--- config.mk ---
export PLATFORM = sky130hd
export DESIGN_NAME = arm_alu_with_flags
export DESIGN_NICKNAME = d
export VERILOG_FILES = /design/src/aalu_pkg.sv /design/src/aalu_core.sv /design/src/arm_alu_with_flags.sv
export SDC_FILE = /design/constraint.sdc
export NUM_CORES = 1
export LEC_CHECK = 0
export ABC_AREA = 1
export BUFFER_PORTS_ARGS = -buffer_cell sky130_fd_sc_hd__buf_2
export CORE_MARGIN = 2
export CORE_UTILIZATION = 50
export CTS_BUF_LIST = sky130_fd_sc_hd__clkbuf_2 sky130_fd_sc_hd__clkbuf_4 sky130_fd_sc_hd__clkbuf_8
export DETAILED_ROUTE_END_ITERATION = 10
export GPL_TIMING_DRIVEN = 0
export HOLD_SLACK_MARGIN = 0.12
export PLACE_DENSITY_LB_ADDON = 0.2
export SLEW_MARGIN = 20
export SYNTH_ARGS = -nofsm -noshare
export SYNTH_HDL_FRONTEND = slang
export SYNTH_SLANG_ARGS = --single-unit
--- constraint.sdc ---
create_clock -name clock -period 8.6 [get_ports clock]
set_input_delay 0.86 -clock clock [delete_from_list [all_inputs] [get_ports clock]]
set_output_delay 0.86 -clock clock [all_outputs]
set_load 0.02 [all_outputs]
--- src/aalu_pkg.sv ---
// Shared types and constants for the ARM data-processing ALU.
// Holds the opcode enum, flag bit positions and the request/response beat layouts.
// No dependencies.
package aalu_pkg;

   localparam int DATA_W   = 32;
   localparam int FLAGS_W  = 4;
   localparam int REQ_BITS = 69;   // op + two operands + carry + S bit
   localparam int REQ_W    = 72;   // padded to whole bytes
   localparam int RSP_BITS = 37;   // result + writes_result + flags
   localparam int RSP_W    = 40;

   // NZCV bit positions
   localparam int FLAG_N = 3;
   localparam int FLAG_Z = 2;
   localparam int FLAG_C = 1;
   localparam int FLAG_V = 0;

   typedef enum logic [2:0] {
      OP_ADC = 3'd0,
      OP_SBC = 3'd1,
      OP_EOR = 3'd2,
      OP_TEQ = 3'd3,
      OP_CMP = 3'd4,
      OP_CMN = 3'd5,
      OP_RSC = 3'd6,
      OP_BIC = 3'd7
   } op_type;

   // packed MSB first, so op lands in the lowest bits
   typedef struct packed {
      logic              set_flags;
      logic              carry_bit;
      logic [DATA_W-1:0] right_operand;
      logic [DATA_W-1:0] left_operand;
      op_type            op;
   } request_type;

   typedef struct packed {
      logic [FLAGS_W-1:0] flags;
      logic               writes_result;
      logic [DATA_W-1:0]  result;
   } response_type;

endpackage

--- src/aalu_core.sv ---
// Combinational datapath: one shared 33-bit adder, logic unit and NZCV update.
// Depends on aalu_pkg.
module aalu_core
   import aalu_pkg::*;
(
   input  request_type        req,
   input  logic [FLAGS_W-1:0] nzcv_cur,
   output response_type       rsp
);

   logic [DATA_W-1:0]  add_a;
   logic [DATA_W-1:0]  add_b;
   logic               add_cin;
   logic [DATA_W:0]    add_sum;
   logic [DATA_W-1:0]  sum;
   logic [DATA_W-1:0]  logic_res;
   logic [FLAGS_W-1:0] arith_flags;
   logic [FLAGS_W-1:0] logic_flags;

   // operand steering for the single adder; subtracts are a + ~b + cin
   always_comb begin
      add_a   = req.left_operand;
      add_b   = req.right_operand;
      add_cin = req.carry_bit;
      case (req.op)
         OP_SBC: add_b = ~req.right_operand;
         OP_CMP: begin
            add_b   = ~req.right_operand;
            add_cin = 1'b1;
         end
         OP_CMN: add_cin = 1'b0;
         OP_RSC: begin
            add_a = req.right_operand;
            add_b = ~req.left_operand;
         end
         default: ;
      endcase
   end

   assign add_sum = {1'b0, add_a} + {1'b0, add_b} + {{DATA_W{1'b0}}, add_cin};
   assign sum     = add_sum[DATA_W-1:0];

   assign logic_res = (req.op == OP_BIC) ? (req.left_operand & ~req.right_operand)
                                         : (req.left_operand ^ req.right_operand);

   always_comb begin
      arith_flags         = '0;
      arith_flags[FLAG_N] = sum[DATA_W-1];
      arith_flags[FLAG_Z] = (sum == '0);
      arith_flags[FLAG_C] = add_sum[DATA_W];
      arith_flags[FLAG_V] = ~(add_a[DATA_W-1] ^ add_b[DATA_W-1])
                            & (add_a[DATA_W-1] ^ sum[DATA_W-1]);
      // logical ops touch N and Z only
      logic_flags         = nzcv_cur;
      logic_flags[FLAG_N] = logic_res[DATA_W-1];
      logic_flags[FLAG_Z] = (logic_res == '0);
   end

   always_comb begin
      rsp.result        = '0;
      rsp.writes_result = 1'b1;
      rsp.flags         = nzcv_cur;
      unique case (req.op)
         OP_ADC, OP_SBC, OP_RSC: begin
            rsp.result = sum;
            if (req.set_flags) rsp.flags = arith_flags;
         end
         OP_EOR, OP_BIC: begin
            rsp.result = logic_res;
            if (req.set_flags) rsp.flags = logic_flags;
         end
         OP_TEQ: begin
            rsp.writes_result = 1'b0;
            rsp.flags         = logic_flags;
         end
         OP_CMP, OP_CMN: begin
            rsp.writes_result = 1'b0;
            rsp.flags         = arith_flags;
         end
         default: ;
      endcase
   end

endmodule

--- src/arm_alu_with_flags.sv ---
// An accepted req beat passes through the input register and then the result register to its rsp beat.
// Throughput: one beat per cycle unless the rsp side stalls; the flag register updates in the same cycle the result
// is captured, so the next item in the input register already sees the new NZCV.
// Reset (synchronous, active high) clears both valid bits and the NZCV register to zero.
// Depends on aalu_pkg and aalu_core.
module arm_alu_with_flags
   import aalu_pkg::*;
(
   input  logic             clock,
   input  logic             reset,
   // req_tdata, low bit up: op[2:0], left_operand[31:0], right_operand[31:0],
   // carry_bit, set_flags, 3 zero pad bits
   input  logic             req_tvalid,
   output logic             req_tready,
   input  logic [REQ_W-1:0] req_tdata,
   // rsp_tdata, low bit up: result[31:0], writes_result, flags[3:0] (NZCV), 3 zero pad bits
   output logic             rsp_tvalid,
   input  logic             rsp_tready,
   output logic [RSP_W-1:0] rsp_tdata
);

   // input register
   logic               in_vld_ff, in_vld_in;
   request_type        in_ff;
   // result register
   logic               out_vld_ff, out_vld_in;
   response_type       out_ff;
   // architectural flags
   logic [FLAGS_W-1:0] nzcv_ff, nzcv_in;

   response_type       core_rsp;
   logic               out_free;
   logic               advance;
   logic               req_beat;

   // result slot is free when empty or being drained this cycle
   assign out_free   = !out_vld_ff || rsp_tready;
   assign advance    = in_vld_ff && out_free;
   // input slot takes a beat when empty or moving on this cycle
   assign req_tready = !in_vld_ff || out_free;
   assign req_beat   = req_tvalid && req_tready;

   aalu_core u_core (
      .req      (in_ff),
      .nzcv_cur (nzcv_ff),
      .rsp      (core_rsp)
   );

   always_comb begin
      in_vld_in  = req_beat || (in_vld_ff && !out_free);
      out_vld_in = advance || (out_vld_ff && !rsp_tready);
      nzcv_in    = advance ? core_rsp.flags : nzcv_ff;
   end

   always_ff @(posedge clock) begin
      if (reset) begin
         in_vld_ff  <= 1'b0;
         out_vld_ff <= 1'b0;
         nzcv_ff    <= '0;
      end else begin
         in_vld_ff  <= in_vld_in;
         out_vld_ff <= out_vld_in;
         nzcv_ff    <= nzcv_in;
      end
   end

   // payload registers, no reset
   always_ff @(posedge clock) begin
      if (req_beat) begin
         in_ff <= request_type'(req_tdata[REQ_BITS-1:0]);
      end
      if (advance) begin
         out_ff <= core_rsp;
      end
   end

   assign rsp_tvalid = out_vld_ff;
   assign rsp_tdata  = {{(RSP_W-RSP_BITS){1'b0}}, out_ff};

   // flags shown with a result always equal the flag register after that item
   a_flags_track: assert property (@(posedge clock) disable iff (reset)
      advance |=> (nzcv_ff == out_ff.flags))
      else $error("flag register and captured flags differ");

   // flags move only when an item leaves the input register
   a_flags_hold: assert property (@(posedge clock) disable iff (reset)
      !advance |=> $stable(nzcv_ff))
      else $error("flag register changed without an item");

   // logical ops never touch C and V
   a_logic_cv: assert property (@(posedge clock) disable iff (reset)
      advance && (in_ff.op == OP_EOR || in_ff.op == OP_BIC || in_ff.op == OP_TEQ)
      |=> (nzcv_ff[FLAG_C:FLAG_V] == $past(nzcv_ff[FLAG_C:FLAG_V])))
      else $error("logical op altered C or V");

   // compares produce no destination write and a zero result
   a_cmp_nowrite: assert property (@(posedge clock) disable iff (reset)
      advance && (in_ff.op == OP_TEQ || in_ff.op == OP_CMP || in_ff.op == OP_CMN)
      |=> (!out_ff.writes_result && (out_ff.result == '0)))
      else $error("compare wrote a result");

   // a stalled result is never overwritten
   a_no_overrun: assert property (@(posedge clock) disable iff (reset)
      out_vld_ff && !rsp_tready |-> !advance)
      else $error("result register overwritten while stalled");

endmodule

==> Yosys cells after proc, flatten, opt, wreduce, memory -nomap -nowiden <==
Cells that the tools add are included.
{ "word_totals": {"register_bits": 112, "in_bits": 76, "word_cells": 57} }
{ "op_classes": {"addsub": 2, "n_eq_ne": 7, "muxes": 9, "bitwise_logic": 8, "reduce_logical": 20} }
{ "op_table": {"columns": ["op", "n"], "rows": [
  ["$pmux W32 S2", 2],
  ["$logic_not A32 Y1", 2],
  ["$mux W32", 2],
  ["$not A32 Y32", 2],
  ["$add A32 B32 Y33", 1],
  ["$add A33 B1 Y33", 1],
  ["$and A32 B32 Y32", 1],
  ["$xor A32 B32 Y32", 1],
  ["$pmux W4 S4", 1],
  ["$eq A3 B3 Y1 const B", 4],
  ["$mux W4", 2],
  ["$eq A3 B2 Y1 const B", 2],
  ["$reduce_or A2 Y1", 3],
  ["$reduce_or A3 Y1", 2],
  ["$logic_and A1 B1 Y1", 4],
  ["$logic_not A1 Y1", 4],
  ["$logic_or A1 B1 Y1", 4],
  ["$eq A3 B1 Y1 const B", 1],
  ["$logic_not A3 Y1", 1],
  ["$pmux W1 S2", 1],
  ["$xor A1 B1 Y1", 2],
  ["$and A1 B1 Y1", 1],
  ["$mux W1", 1],
  ["$not A1 Y1", 1]
]} }

==> Depth between registers and ports, before layout <==
{ "depth": {"word_depth": 9, "depth_mapped": 30} }

==> Cells and area by module <==
A second synthesis with hierarchy kept.
{ "hier_totals": {"cells_unflattened": 1165, "area_unflattened_um2": 8436.8} }
{ "modules_own_cells": {"columns": ["mod", "n_inst", "cells_per_inst", "area_each_um2"], "rows": [
  ["aalu_core", 1, 1017, 4957.3],
  ["arm_alu_with_flags", 1, 148, 3479.6]
]} }

==> Worst setup path before layout <==
OpenSTA, ideal clock, no wires.
{ "synth_path": {"path_type": "reg2reg", "from": "register in_ff[0] (netlist bit)", "to": "register out_ff, in the netlist rsp_tdata[35], data pin", "t_arrival_ns": 3.303, "required_time_ns": 8.345, "slack_ns": 5.041, "stages_incl_launch_ff": 25, "n_path_buf": 2, "synth_period_minus_slack_ns": 3.559, "cell_sequence": "edfxtp_1 -> nor2_1 -> nand2_1 -> clkbuf_1 -> clkbuf_1 -> o22ai_1 -> a21oi_1 -> fa_1 -> fa_1 -> inv_1 -> nand2_1 -> a21oi_1 -> nand2_1 -> nand3_1 -> nand2_1 -> nand2_1 -> nand2_1 -> nand2_1 -> nor2_1 -> nand2_1 -> nor2_1 -> nand4_1 -> nand2_1 -> nand2_1 -> nand2_1"} }
{ "synth_rtl": {"columns": ["item", "line", "text"], "rows": [
  ["from (decl)", "arm_alu_with_flags.sv:24", "request_type in_ff;"],
  ["from (signal assigned)", "arm_alu_with_flags.sv:70", "in_ff <= request_type'(req_tdata[REQ_BITS-1:0]);"],
  ["to (signal assigned)", "arm_alu_with_flags.sv:73", "out_ff <= core_rsp;"],
  ["to (decl)", "arm_alu_with_flags.sv:27", "response_type out_ff;"]
]} }

==> impl_metrics.tcl <==
set metrics [dict create \
    status "finished, final reports clean" \
    hold_depth 2 \
    die_x_um 135 \
    synthCells 1185 \
    setup-violations-final 0 \
    synth_area_leader_cell "edfxtp_1" \
    io_buffers 111 \
    fp.dieH_um 135 \
    antenna_found_initial 0 \
    ant_nets 0 \
    insertion_delay_ns 0.40 \
    use_met3 0.0338 \
    synth_edf_count 106 \
    relSlewSlack 0.425 \
    cp.arrival_ns 5.21 \
    vias_per_cell 5.32 \
    fin_crit_sh 0.575 \
    postCtsSetupBuffers 0 \
    finalHoldViolCount 0 \
    hp-class "reg -> reg" \
    cts_root_buf "clkbuf_8" \
    ys_top_cells_by_area "edfxtp_1, nand2_1, ha_1" \
    crit_path_end_kind "flop" \
    ir_drop_uv 146 \
    yosys.cell_types.count 38 \
    totalWireLength_mm 26.1 \
    synth_top_area_frac 0.372 \
    hold_buffers 0 \
    async_flop_share 0 \
    r2r_start "in_ff[0]" \
    path_max_fanout 10 \
    rows 47 \
    yosysSeqAreaShare 0.386 \
    nNetsFinal 1451 \
    post_cts_resized 0 \
    synthMostInstantiatedCell "nand2_1" \
    dpl_cell_area_mm2 0.00941 \
    syn_avg_cell_area_um2 7.21 \
    synth.ff_latch_count 112 \
    grt_max_degree 43 \
    setup.worst_path.start_class "flop" \
    cp_common_cell "nand2_1" \
    numCtsBuffers 9 \
    met2_usage 0.452 \
    fin_setup_tns_ns 0 \
    grt_use_met1 0.414 \
    syn-cell-area_mm2 0.00855 \
    reg2reg_to "rsp_tdata[35]" \
    path_cells "nor2_1, nand2_1, clkbuf_1, clkbuf_1, o22ai_1, a21oi_1, fa_1, fa_1, inv_1, nand2_1, a21oi_1, nand2_1, nand3_1, nand2_1, nand2_1, nand2_1, nor2_1, nand2_1, nor2_1, nand4_1, nand2_1, nand2_1, nand2_1" \
    criticalPathCategory "reg -> reg" \
    period_minus_slack_ns 4.95 \
    slowest_delay_ns 0.49 \
    cts_tree "built" \
    drive_gt1_frac 0.117 \
    diodes 0 \
    cap_viol_max_count 0 \
    powerDensity_mw_per_mm2 168 \
    holdPathEnd "rsp_tvalid" \
    core_region_area_mm2 0.0166 \
    r2r_cells 23 \
    first_pass_iters 6 \
    rrSetupSlack_ns 3.65 \
    clockBufferDepth 2 \
    finClkSkew_ns 0.0123 \
    grt_usage 0.292 \
    grt_pass1_wl_mm 39.5 \
    fmax_mhz 202 \
    fillCellCount 1581 \
    htree_levels 3 \
    ys_warn_count 0 \
    stdcell_area_mm2 0.00959 \
    path_clk_slew_ns 0.10 \
    drv_slew 0 \
    synthTopCellsByCount "nand2_1, inv_1, edfxtp_1, o21ai_0, nor2_1" \
    layout-area-overhead-vs-synth_pct 12.2 \
    routedWlPerCell_um 17.0 \
    vias 8170 \
    critPathSlowestCell "fa_1" \
    tightest_slew_ns 0.862 \
    grt_pass1_vias 7392 \
    worstPathRequired_ns 8.86 \
    grt_overflow_total 0 \
    hp-start "in_vld_ff" \
    io_pins 118 \
    clkSinkCount 112 \
    leakage_nw 4.83 \
    drc_errors 0 \
    first_iter_violations 684 \
    start_util 0.514 \
    die-area_mm2 0.0182 \
    top_usage_layer "met2" \
    dpl.hpwl_mm 21.1 \
    p_total_mw 1.61 \
    rsz0062_at_grt "no" \
    globalplace.congestion 1.00 \
    yosys_most_used_dff "edfxtp_1" \
]
==> through the flow <==
step / util / std cells / hold WS (ns) / setup WS [ns]
6_report: 0.576 / 1535 / 0.487 / 3.65
5_1_grt: 0.576 / 1535 / 0.515 / 3.34
4_1_cts: 0.576 / 1535 / 0.492 / 3.80
3_5_place_dp: 0.565 / 1519 / 0.476 / 3.85
3_3_place_gp: 0.564 / 1518 / 0.454 / 3.86
2_1_floorplan: - / 1187 / 0.437 / 5.04
==> logic make-up after synthesis <==
family	after synthesis	share of synthesized area
buffers and inverters	239	0.108
xor gates and xnor gates	8	0.00820
AOI/OAI and AO/OA	173	0.122
adders and majority gates	65	0.0969
other	1	0.000439
DFF	112	0.386
and+or+nand+nor	587	0.278
==> final cells by class <==
| type | instances | area, um^2 | area share |
|---|---|---|---|
| plain buffers | 30 | 138 | 0.0143 |
| clock buffers | 10 | 131 | 0.0137 |
| clock inverters | 6 | 52.6 | 0.00548 |
| inverters | 209 | 787 | 0.0821 |
| multi-input cells | 836 | 4330 | 0.451 |
| flip-flops and latches | 112 | 3300 | 0.344 |
| well taps | 220 | 275 | 0.0287 |
| repair buffers | 112 | 576 | 0.0600 |
==> sequential cells by signal, summed over array words and instances (netlist names) <==
register    count
nzcv_ff         4
rsp_tdata      37
in_vld_ff       1
rsp_tvalid      1
in_ff          69
==> cell usage in the layout, fill, tap and decap left out, drive strengths merged <==
cell        n
fa          2
a22o        4
nor3        8
clkinv      4
nand3b      3
xnor2       3
o221ai     30
conb        3
o211ai      1
and2        8
nand2     425
nand4      21
o21ai      89
a21oi      31
xor2        5
o22ai      16
clkbuf     31
clkinvlp    1
o21bai      1
buf       121
edfxtp    106
nand3      41
inv       210
and3        1
ha         63
dfxtp       6
o2111ai     1
nor2       80
==> worst max-delay path by stage <==
stage | end | slack [ns] | start | cells past startpoint
6_report | rsp_tdata[35] | 3.65 | in_ff[0] | 23
5_1_grt | nzcv_ff[2] | 3.34 | in_ff[0] | 25
4_1_cts | rsp_tdata[35] | 3.80 | in_ff[0] | 23
3_5_place_dp | rsp_tdata[35] | 3.85 | in_ff[0] | 23
3_3_place_gp | rsp_tdata[35] | 3.86 | in_ff[0] | 23
2_1_floorplan | rsp_tdata[35] | 5.04 | in_ff[0] | 24
==> worst max-delay path, delay by kind of cell (launching register included) <==
| kind | cells | cell delay [ns] |
|---|---|---|
| simple gates | 15 | 1.89 |
| fa+ha+maj | 2 | 0.92 |
| buf+inv | 3 | 0.90 |
| compound gates | 3 | 0.62 |
| flops | 1 | 0.47 |
==> where the power goes <==
group | switching (mW) | internal, mW | total [mW]
clock network | 0.195 | 0.113 | 0.309
logic | 0.442 | 0.200 | 0.643
registers | 0.0154 | 0.644 | 0.660
total | 0.653 | 0.958 | 1.61
==> per-layer routing <==
metal,routed length (um),vias to the layer above
met5,0,-
met1,11700,3634
li1,-,4109
met4,1100,0
met2,11200,373
met3,2160,54
Note: power is estimated with default switching activity, not from simulation.
